===== src/tps_pkg.sv =====
// Shared types, constants and helpers for the triangle pixel shader.
`timescale 1ns / 1ps
`default_nettype none
package tps_pkg;
  localparam int MAX_SIDE = 2048;
  localparam int COORD_FRAC_BITS = 4;
  localparam int SIDE_W = 12;
  localparam int ADDR_W = 22;
  localparam int WORD_W = 32;
  localparam int CFG_DATA_W = 56;
  localparam int CFG_IDX_W = 3;
  localparam int COORD_W = 16;
  // Edge values stay below 2^36 in magnitude; 38 bits signed is ample.
  localparam int EDGE_W = 38;
  localparam int MAG_W = 37;
  localparam int NUM_W = 47;
  localparam int QUO_W = 9;
  localparam logic [WORD_W-1:0] BACKGROUND_WORD = 32'hff030407;
  localparam logic [7:0] OPAQUE_BYTE = 8'hff;

  typedef enum logic [CFG_IDX_W-1:0] {
    REG_FRAME_WIDTH  = 3'd0,
    REG_FRAME_HEIGHT = 3'd1,
    REG_CORNER_A     = 3'd2,
    REG_CORNER_B     = 3'd3,
    REG_CORNER_C     = 3'd4
  } cfg_reg_t;

  typedef struct packed {
    logic signed [COORD_W-1:0] x;
    logic signed [COORD_W-1:0] y;
    logic [7:0] red;
    logic [7:0] green;
    logic [7:0] blue;
  } corner_t;

  function automatic corner_t unpack_corner(input logic [CFG_DATA_W-1:0] w);
    corner_t c;
    c.x = w[15:0];
    c.y = w[31:16];
    c.red = w[39:32];
    c.green = w[47:40];
    c.blue = w[55:48];
    return c;
  endfunction

  function automatic logic [SIDE_W-1:0] side_limit(input logic [SIDE_W-1:0] v);
    return (v > SIDE_W'(MAX_SIDE)) ? SIDE_W'(MAX_SIDE) : v;
  endfunction
endpackage
`default_nettype wire


===== src/tps_divider.sv =====
// Pipelined restoring divider: one quotient bit per stage, quotient below 512.
`timescale 1ns / 1ps
`default_nettype none
module tps_divider (
  input  wire logic                        clk,
  input  wire logic                        en,
  input  wire logic [tps_pkg::NUM_W-1:0]   num,
  input  wire logic [tps_pkg::MAG_W-1:0]   den,
  output logic      [tps_pkg::QUO_W-1:0]   quo
);
  localparam int Q = tps_pkg::QUO_W;
  localparam int RW = tps_pkg::MAG_W + 1;

  // The quotient fits in Q bits only while num stays below den * 2^Q.
  logic [tps_pkg::NUM_W-1:0] rem_r [Q+1];
  logic [tps_pkg::MAG_W-1:0] den_r [Q+1];
  logic [Q-1:0]              quo_r [Q+1];

  always_comb begin
    rem_r[0] = num;
    den_r[0] = den;
    quo_r[0] = '0;
  end

  for (genvar s = 0; s < Q; s++) begin : g_stage
    localparam int SH = Q - 1 - s;
    logic [RW-1:0] top;
    logic [RW-1:0] diff;
    logic [tps_pkg::NUM_W-1:0] rem_nxt;
    logic [tps_pkg::NUM_W-1:0] rem_q_r;
    logic [tps_pkg::MAG_W-1:0] den_q_r;
    logic [Q-1:0] quo_q_r;
    always_comb begin
      top = RW'(rem_r[s] >> SH);
      diff = top - {1'b0, den_r[s]};
      rem_nxt = rem_r[s];
      if (!diff[RW-1]) begin
        rem_nxt = rem_r[s] - (tps_pkg::NUM_W'(den_r[s]) << SH);
      end
    end
    always_ff @(posedge clk) begin
      if (en) begin
        rem_q_r <= rem_nxt;
        den_q_r <= den_r[s];
        quo_q_r <= {quo_r[s][Q-2:0], ~diff[RW-1]};
      end
    end
    always_comb begin
      rem_r[s+1] = rem_q_r;
      den_r[s+1] = den_q_r;
      quo_r[s+1] = quo_q_r;
    end
  end

  assign quo = quo_r[Q];
endmodule
`default_nettype wire


===== config.mk =====
export PLATFORM = sky130hd
export DESIGN_NAME = tps_divider
export DESIGN_NICKNAME = d
export VERILOG_FILES = /design/src/tps_pkg.sv /design/src/tps_divider.sv
export SDC_FILE = /design/constraint.sdc
export NUM_CORES = 1
export LEC_CHECK = 0
export ABC_CLOCK_PERIOD_IN_PS = 6400
export BUFFER_PORTS_ARGS = -buffer_cell sky130_fd_sc_hd__buf_2
export CAP_MARGIN = 40
export CORE_ASPECT_RATIO = 1.75
export CORE_UTILIZATION = 50
export CTS_CLUSTER_SIZE = 30
export DETAILED_ROUTE_END_ITERATION = 8
export PLACE_DENSITY = 0.73
export SLEW_MARGIN = 20
export SYNTH_ARGS = -nofsm -noshare
export SYNTH_HDL_FRONTEND = slang
export SYNTH_SLANG_ARGS = --single-unit
export TNS_END_PERCENT = 50

===== constraint.sdc =====
create_clock -name clk -period 6.4 [get_ports clk]
set_input_delay 0 -clock clk [delete_from_list [all_inputs] [get_ports clk]]
set_output_delay 0 -clock clk [all_outputs]
set_load 0.02 [all_outputs]

# [After elaboration in Yosys (flattened, before gate mapping)]
# Index checks and enable logic that the tools add are counted.
# Widths: inputs -> output; s select.
[word_totals] register_bits=673 elab_cells=59
[classes] add_sub_neg=17 n_mux=8 bitwise_logic=9
[ops] cell="$sub 38x37->38" n=9
[ops] cell="$mux 45" n=1
[ops] cell="$sub 45x45->45" n=1
[ops] cell="$mux 44" n=1
[ops] cell="$sub 44x44->44" n=1
[ops] cell="$mux 43" n=1
[ops] cell="$sub 43x43->43" n=1
[ops] cell="$mux 42" n=1
[ops] cell="$sub 42x42->42" n=1
[ops] cell="$mux 41" n=1
[ops] cell="$sub 41x41->41" n=1
[ops] cell="$mux 40" n=1
[ops] cell="$sub 40x40->40" n=1
[ops] cell="$mux 39" n=1
[ops] cell="$sub 39x39->39" n=1
[ops] cell="$mux 38" n=1
[ops] cell="$sub 38x38->38" n=1
[ops] cell="$not 1->1" n=9

# [Longest topological paths before layout]
# Gate-level depths: netlist of the first run.
[depth] depth_word=2 ltp_mapped=15 ltp_nobuf=13

# [Worst setup path before layout of the first run]
# No wires, ideal clock.
[synth_timing] path_type="flip-flop to flip-flop" start="register g_stage[6].den_q_r[1] (netlist name)" end="register g_stage[7].rem_q_r[21] (netlist name), data pin" setup_ns=0.260 arrival_time_ns=2.986 required_ns=6.140 path_slack_ns=3.154 stages_incl_launch_ff=15 n_path_buf=2 cell_sequence="edfxtp_1 -> inv_1 -> ha_1 -> nor2b_1 -> o31a_1 -> o31a_1 -> a31oi_1 -> nand4b_1 -> a41oi_2 -> o21ai_2 -> a21oi_2 -> xnor2_1 -> buf_6 -> buf_6 -> mux2_4"
[synth_between] elab_chain_len=2 elab_cells_between_ends=3 cone_classes="add/sub: 2; mux: 1"
[synth_lines] item="start: declaration" line_no="tps_divider.sv:31" text="logic [tps_pkg::MAG_W-1:0] den_q_r;"
[synth_lines] item="start signal: assignment" line_no="tps_divider.sv:44" text="den_q_r <= den_r[s];"
[synth_lines] item="$sub 38x38->38 or $sub 38x37->38 (tied branches)" line_no="tps_divider.sv:38, tps_divider.sv:35"
[synth_lines] item="$mux 38 *" line_no="tps_divider.sv:37" text="if (!diff[RW-1]) begin"
[synth_lines] item="via g_stage[7].rem_nxt (one bit)" line_no="tps_divider.sv:29" text="logic [tps_pkg::NUM_W-1:0] rem_nxt;"
[synth_lines] item="end signal: assignment" line_no="tps_divider.sv:43" text="rem_q_r <= rem_nxt;"
[synth_lines] item="end: declaration" line_no="tps_divider.sv:30" text="logic [tps_pkg::NUM_W-1:0] rem_q_r;"
# Mark *: on every way through the listed nets, which the timed path passes. The rest lies on a longest branch.
# A chain may end at the register's enable or synchronous reset.

# [Final worst setup path of the first run]
[layout_timing] start="register g_stage[4].den_q_r[1] (netlist name)" end="register g_stage[5].rem_q_r[5] (netlist name), data pin"
[layout_between] elab_chain_len=2 elab_cells_between_ends=3 cone_classes="add/sub: 2; mux: 1"
[layout_lines] item="start: declaration" line_no="tps_divider.sv:31"
[layout_lines] item="start signal: assignment" line_no="tps_divider.sv:44"
[layout_lines] item="$sub 40x40->40 or $sub 38x37->38 (tied branches)" line_no="tps_divider.sv:38, tps_divider.sv:35"
[layout_lines] item="$mux 40 *" line_no="tps_divider.sv:37"
[layout_lines] item="via g_stage[5].rem_nxt (one bit)" line_no="tps_divider.sv:29"
[layout_lines] item="end signal: assignment" line_no="tps_divider.sv:43"
[layout_lines] item="end: declaration" line_no="tps_divider.sv:30"
# Marked as above.

==> results of run 1 <==
[layout by cell type (no fill, tap or decap), types with 94 or more instances in the layout]
| cell type | instances |
|---|---|
| nand2_1 | 278 |
| xnor2_1 | 158 |
| a21oi_1 | 283 |
| nor2_1 | 150 |
| edfxtp_1 | 673 |
| xor2_1 | 94 |
| o21ai_0 | 239 |
| mux2_2 | 148 |
| inv_1 | 389 |
| a21o_1 | 137 |
| ha_1 | 332 |
[logic make-up after synthesis]
logic type                 count (synthesis)
DFF                                      673
AOI/OAI and AO/OA                        985
xor gates and xnor gates                 259
and+or+nand+nor                          715
muxes                                    203
buffers and inverters                    471
adders and majority gates                340
[layer usage]
| layer | up-vias | share of wire |
|---|---|---|
| li1 | 13713 | - |
| met1 | 12855 | 0.34 |
| met2 | 472 | 0.58 |
| met3 | 260 | 0.021 |
| met4 | 0 | 0.062 |
| met5 | - | 0 |
[stage by stage]
| stage | area [µm²] | util |
|---|---|---|
| detailed placement | 42300 | 0.524 |
| global placement | 42300 | 0.524 |
| CTS | 45000 | 0.557 |
| finish | 45100 | 0.558 |
| global route | 45000 | 0.557 |
| floorplan | 40700 | - |
[flip-flops by register name, indices dropped and copies added (netlist names)]
| name | count |
|---|---|
| g_stage.den_q_r | 296 |
| g_stage.quo_q_r | 36 |
| quo | 9 |
| g_stage.rem_q_r | 332 |
[worst reg2reg max path, cell delays in order, from the launching register on]
cell and delay (ps):
edfxtp_1 430, inv_1 80, ha_1 220, nor2b_1 140
o31ai_1 360, o21ai_1 200, o41ai_2 420, nand2_1 210
a21oi_2 460, nor3_1 170, a211oi_2 290, xnor2_2 130
buf_4 510, mux2_2 480
[report_power, final]
part | switching, mW | leakage [nW] | internal, mW
Clock | 1.55 | 0.919 | 1.94
Combinational | 5.85 | 11.3 | 5.17
Sequential | 0.569 | 6.60 | 6.67
[path summary, 6_finish.rpt]
path | slack (ps) | endpoint | depth (start not counted) | startpoint
setup reg to reg | 2050 | g_stage[5].rem_q_r[5] | 13 | g_stage[4].den_q_r[1]
hold / removal | 100 | g_stage[0].quo_q_r[0] | 3 | num[45]
setup / recovery | 2050 | g_stage[5].rem_q_r[5] | 13 | g_stage[4].den_q_r[1]
hold reg to reg | 410 | g_stage[6].quo_q_r[1] | 0 | g_stage[5].quo_q_r[0]
[cell type report]
| type | count | area, µm² | area share |
|---|---|---|---|
| sequential | 673 | 20200 | 0.449 |
| inverter | 390 | 1460 | 0.0325 |
| tap | 1050 | 1310 | 0.0292 |
| clock buffer | 70 | 1560 | 0.0346 |
| multi-input combinational | 2502 | 18700 | 0.415 |
| antenna | 1 | 2.50 | 0.0000555 |
| timing repair buffer | 192 | 1490 | 0.0331 |
| clock inverter | 40 | 333 | 0.00739 |
[timing repair]
| action | in CTS | in global routing |
|---|---|---|
| setup endpoints to repair | 0 | 0 |
| hold buffers | 83 | 0 |
| resized for setup | 0 | 0 |
| hold endpoints to repair | 182 | 0 |
==> flow_summary.yaml, run 1 <==
status:
  status: "finished clean"
global_routing:
  grt-busiest-layer: "met2"
  grt.met3_usage: 0.0156
  grt.met1_usage: 0.167
  grt_pass1_wl_um: 129000
  grt_start_max_net_pins: 156
  grtUsageTotal: 0.192
  grt_pass1_vias: 28311
  met2_usage: 0.404
  grt.overflow.total: 0
  antenna_found_initial: 0
floorplan:
  ioPinCount: 95
  initial_core_util: 0.504
  die_h_um: 379
  core_mm2: 0.0808
  fp.dieArea_mm2: 0.0826
  chipWidth_um: 218
  rows: 138
worst_setup_path:
  required_ps: 6770
  crit_type: "reg -> reg"
  cp_top_family: "compound AO/OA/AOI/OAI gates"
  worstPathArrival_ps: 4720
  worstSetupEndpointType: "flop"
  path_cells: "inv_1 -> ha_1 -> nor2b_1 -> o31ai_1 -> o21ai_1 -> o41ai_2 -> nand2_1 -> a21oi_2 -> nor3_1 -> a211oi_2 -> xnor2_2 -> buf_4 -> mux2_2"
  worst-path-buf-inv: 2
  cp_max_fo: 38
  start_kind: "flop"
  slowest_delay_ps: 510
  cpMaxStageDelayCell: "buf_4"
cells_and_area:
  nFillCells: 6832
  layout.nets: 4246
  area_delta_synth_final_pct: 10.7
  finalNonFillerCells: 4918
  drive_gt1_frac: 0.108
yosys:
  synth_adder_area_share: 0.106
  yosysMostFrequentCell: "edfxtp_1"
  synth-async-reset-ratio: 0
  synth_top_area_frac: 0.497
  synth_commonest_cells: "edfxtp_1, inv_1, ha_1"
  synth_warnings: 0
  synth_seq_cells: 673
  synthSimpleGateAreaFrac: 0.0817
  synth.largest_area_cell: "edfxtp_1"
  yosysUniqueCellTypes: 86
  synth_edf_count: 673
  syn-num-nets: 4072
  synthXorXnorAreaFrac: 0.0561
  synth_top_family_by_area: "compound AO/OA/AOI/OAI gates"
  syn_inst: 3646
  synth_compound_gate_area_share: 0.155
  syn_area_per_cell_um2: 11.2
  ys_seq_area_frac: 0.497
  synthTopCellsByArea: "edfxtp_1, ha_1, mux2_2"
  synthMuxAreaShare: 0.0586
  synth_area_mm2: 0.0407
  synth-main-ff-cell: "edfxtp_1"
sta:
  timing.hold.ws_ps: 98.3
  slew_viol_final: 0
  fin_crit_ps: 4350
  setup_tns_ps: 0
  max_slew.worst_pin.slew_ps: 872
  final-hold-violation-count: 0
  maxSlewHeadroom: 0.403
  setup_viol: 0
  worst_slack_ps: 2050
  rsz0062_at_grt: "false"
  period_share: 0.680
  skew_ps: 34.0
  max_freq_mhz: 230
flow_run:
  maxCapViolations: 0
power:
  ir_worst_vdd_uv: 410
  p_per_area_mw_per_mm2: 483
  total_power_mw: 21.8
  cellLeakagePower_nw: 18.8
cts:
  clk_pin_slew_ps: 60
  cts_made_buffers: 61
  clock_sinks: 673
  htreeDepth: 2
  cts_tree: "yes"
  cts_max_path_buffers: 3
  cts_setup_buffers: 0
  root_buffer: "clkbuf_16"
  clk-insertion-delay-late_ps: 620
detailed_routing:
  dr.pass1.iters: 8
  routed_via_density: 5.55
  wl_per_cell_um: 16.0
  postRouteAntennaNets: 0
  wl_um: 78900
  drc_errors: 0
  vias: 27300
  dr.first_iter.drc_count: 1161
placed_design:
  place_ws_ps: 2030
  portBuffers: 93
  hpwlAfterDp_um: 60600
  dp.cells: 4724
  gp_congestion: 0.914
min_path:
  hold_path.class: "in -> reg"
Power figures use the tool's default switching activity.
==> run 2, diff against run 1 <==
Settings changed: ABC_AREA from default to 1, ABC_CLOCK_PERIOD_IN_PS 6400 to 3800, PLACE_DENSITY 0.73 to 0.75.
Clock period 6.4 ns to 3.8 ns, I/O delays scaled along.
==> run 2 against run 1 <==
Against the previous run: flip-flop and latch count did not move; power grew 78%; clock power rose by 86%; non-clock buffer count rose by 38; clock skew down 14 ps; combinational power up 86%; highest routed layer unchanged; largest cell class is now multi-input gates; worst hold slack got worse by 54 ps; die area grew 19%; cell area grew 19%.
==> flow_summary.yaml, run 2 <==
global_routing:
  antenna_found_initial: 2
  grt.overflow.total: 0
  grt_pass1_vias: 44682
  grt.met1_usage: 0.229
  grt.met3_usage: 0.0533
  grt_pass1_wl_um: 241000
  grt-busiest-layer: "met2"
  grtUsageTotal: 0.332
  grt_start_max_net_pins: 107
  met2_usage: 0.669
yosys:
  syn-num-nets: 7108
  synth_warnings: 0
  ys_seq_area_frac: 0.417
  yosysMostFrequentCell: "nand2_1"
  synth_edf_count: 673
  syn_inst: 6682
  synth_area_mm2: 0.0484
  synth_seq_cells: 673
  syn_area_per_cell_um2: 7.25
  synth_commonest_cells: "nand2_1, inv_1, edfxtp_1"
  yosysUniqueCellTypes: 33
  synth_top_area_frac: 0.417
  synth-async-reset-ratio: 0
  synthTopCellsByArea: "edfxtp_1, nand2_1, inv_1"
  synth-main-ff-cell: "edfxtp_1"
  synth.largest_area_cell: "edfxtp_1"
flow_run:
  maxCapViolations: 0
sta:
  worst_slack_ps: 624
  setup_tns_ps: 0
  final-hold-violation-count: 0
  max_slew.worst_pin.slew_ps: 957
  rsz0062_at_grt: "false"
  slew_viol_final: 0
  skew_ps: 19.6
  maxSlewHeadroom: 0.362
  fin_crit_ps: 3180
  period_share: 0.836
  setup_viol: 0
  max_freq_mhz: 315
worst_setup_path:
  path_cells: "ha_1 -> nand2_1 -> nand2_1 -> nand2_1 -> nand2_1 -> a21oi_1 -> nand3_1 -> nand2_1 -> nand2_1 -> nand2_1 -> nand2_1 -> nand2_1 -> nand2_1"
  start_kind: "flop"
  slowest_delay_ps: 610
  worstSetupEndpointType: "flop"
  required_ps: 4220
  worstPathArrival_ps: 3590
  cp_max_fo: 5
  cpMaxStageDelayCell: "nand3_1"
  crit_top_cell: "nand2_1"
  crit_type: "reg -> reg"
floorplan:
  core_mm2: 0.0957
  die_h_um: 414
  rows: 150
  chipWidth_um: 237
  initial_core_util: 0.506
  ioPinCount: 95
  fp.dieArea_mm2: 0.0982
placed_design:
  gp_congestion: 1.06
  portBuffers: 93
  place_ws_ps: 697
  hpwlAfterDp_um: 130000
cells_and_area:
  top_register: "g_stage.rem_q_r"
  area_delta_synth_final_pct: 10.3
  nFillCells: 9068
  largestRegisters: "g_stage.rem_q_r x332, g_stage.den_q_r x296, g_stage.quo_q_r x36"
  drive_gt1_frac: 0.0440
  layout.nets: 7350
  fin_util: 0.558
  mostFrequentLayoutCell: "nand2_1"
  mostFrequentLayoutCells: "nand2_1, inv_1, edfxtp_1, nor2_1, ha_1"
  largest_reg_flops: 332
cts:
  clk-insertion-delay-late_ps: 670
  htreeDepth: 3
  root_buffer: "clkbuf_16"
  cts_made_buffers: 66
  cts_max_path_buffers: 3
  cts_tree: "yes"
  clk_pin_slew_ps: 60
  clock_sinks: 673
detailed_routing:
  wl_um: 160000
  drc_errors: 0
  dr.first_iter.drc_count: 2386
  routed_via_density: 5.25
  dr.pass1.iters: 6
  wl_per_cell_um: 19.5
  postRouteAntennaNets: 0
  vias: 42996
power:
  ir_worst_vdd_uv: 499
  p_per_area_mw_per_mm2: 725
  p_sw_mw: 18.0
  seqPwrFrac: 0.302
  pwr-share-clk: 0.168
  p_comb_frac: 0.530
  switching_share: 0.463
  internal_power_mw: 20.8
  cellLeakagePower_nw: 28.1
min_path:
  hold_path.class: "in -> reg"
status:
  status: "finished clean"
-- run 2: changes by cell type after synthesis, sizes merged, moves of 48 or more --
cell / change
xnor2: -154
inv: +790
o21ai: -172
nor2: +424
clkbuf: -48
mux2: -186
a21oi: -75
nand2: +2613
nand3: +257
xor2: +55
a21o: -129
-- run 2: logic make-up (layout without fill, tap and decap cells) --
logic type | Yosys count | in the layout | share of synthesized area
AO/OA/AOI/OAI | 384 | 384 | 0.0443
AND/OR/NAND/NOR | 3889 | 3889 | 0.319
XOR/XNOR | 160 | 160 | 0.0289
adder cells (fa/ha/maj) | 340 | 340 | 0.0891
flip-flops | 673 | 673 | 0.417
buffers and inverters | 1236 | 1525 | 0.102
other | 0 | 10 | 0
-- run 2: cell type report --
| class | instances | area (µm²) | share of cell area |
|---|---|---|---|
| multi-input cells | 4773 | 23300 | 0.436 |
| flip-flops and latches | 673 | 20200 | 0.378 |
| inverters | 1180 | 4430 | 0.0829 |
| repair buffers | 230 | 1860 | 0.0349 |
| clock buffers | 75 | 1710 | 0.0320 |
| well taps | 1216 | 1520 | 0.0285 |
| clock inverters | 40 | 355 | 0.00665 |
| diodes | 10 | 25.0 | 0.000469 |
-- run 2: stage by stage --
step           power (mW)  hold WS, ps  cell area [µm²]  cells
5_1_grt              41.6         46.7            53400   8197
2_1_floorplan        25.8         98.9            48400   6682
4_1_cts              38.4         23.3            53300   8185
3_3_place_gp         31.4          178            50400   7983
3_5_place_dp         31.9          179            50500   7987
6_report             38.7         44.8            53400   8197
-- run 2: power groups by stage --
stage          registers (mW)  logic, mW  clock network, mW
3_5_place_dp             11.9       20.0                  0
3_3_place_gp             11.8       19.6                  0
4_1_cts                  11.7       20.2               6.58
2_1_floorplan            11.5       14.3                  0
6_report                 11.7       20.5               6.49
5_1_grt                  11.9       22.9               6.87
-- run 2: worst paths after layout --
check,cells after the start,endpoint,slack (ps),startpoint
max reg2reg,13,g_stage[2].rem_q_r[42],620,g_stage[1].rem_q_r[19]
max,13,g_stage[2].rem_q_r[42],620,g_stage[1].rem_q_r[19]
min,2,g_stage[0].rem_q_r[3],40,num[3]
min reg2reg,0,g_stage[6].quo_q_r[4],420,g_stage[5].quo_q_r[3]
-- run 2: timing repair --
item                      4_1_cts  5_1_grt
setup buffers                   0        0
resized for setup               0        0
hold endpoints to repair      131        0
hold buffers                   83        0
-- run 2: per-layer routing --
| metal | part of all wire | vias to the layer above |
|---|---|---|
| met3 | 0.039 | 806 |
| met2 | 0.55 | 1392 |
| met4 | 0.14 | 0 |
| li1 | - | 21378 |
| met1 | 0.27 | 19420 |
| met5 | 0 | - |
-- run 2: worst max-delay path, delay by kind of cell, from the launching register on --
family,cells,cell delay [ps]
AND/OR/NAND/NOR,11,1640
adder cells (fa/ha/maj),1,400
AO/OA/AOI/OAI,1,440
flip-flops,1,430
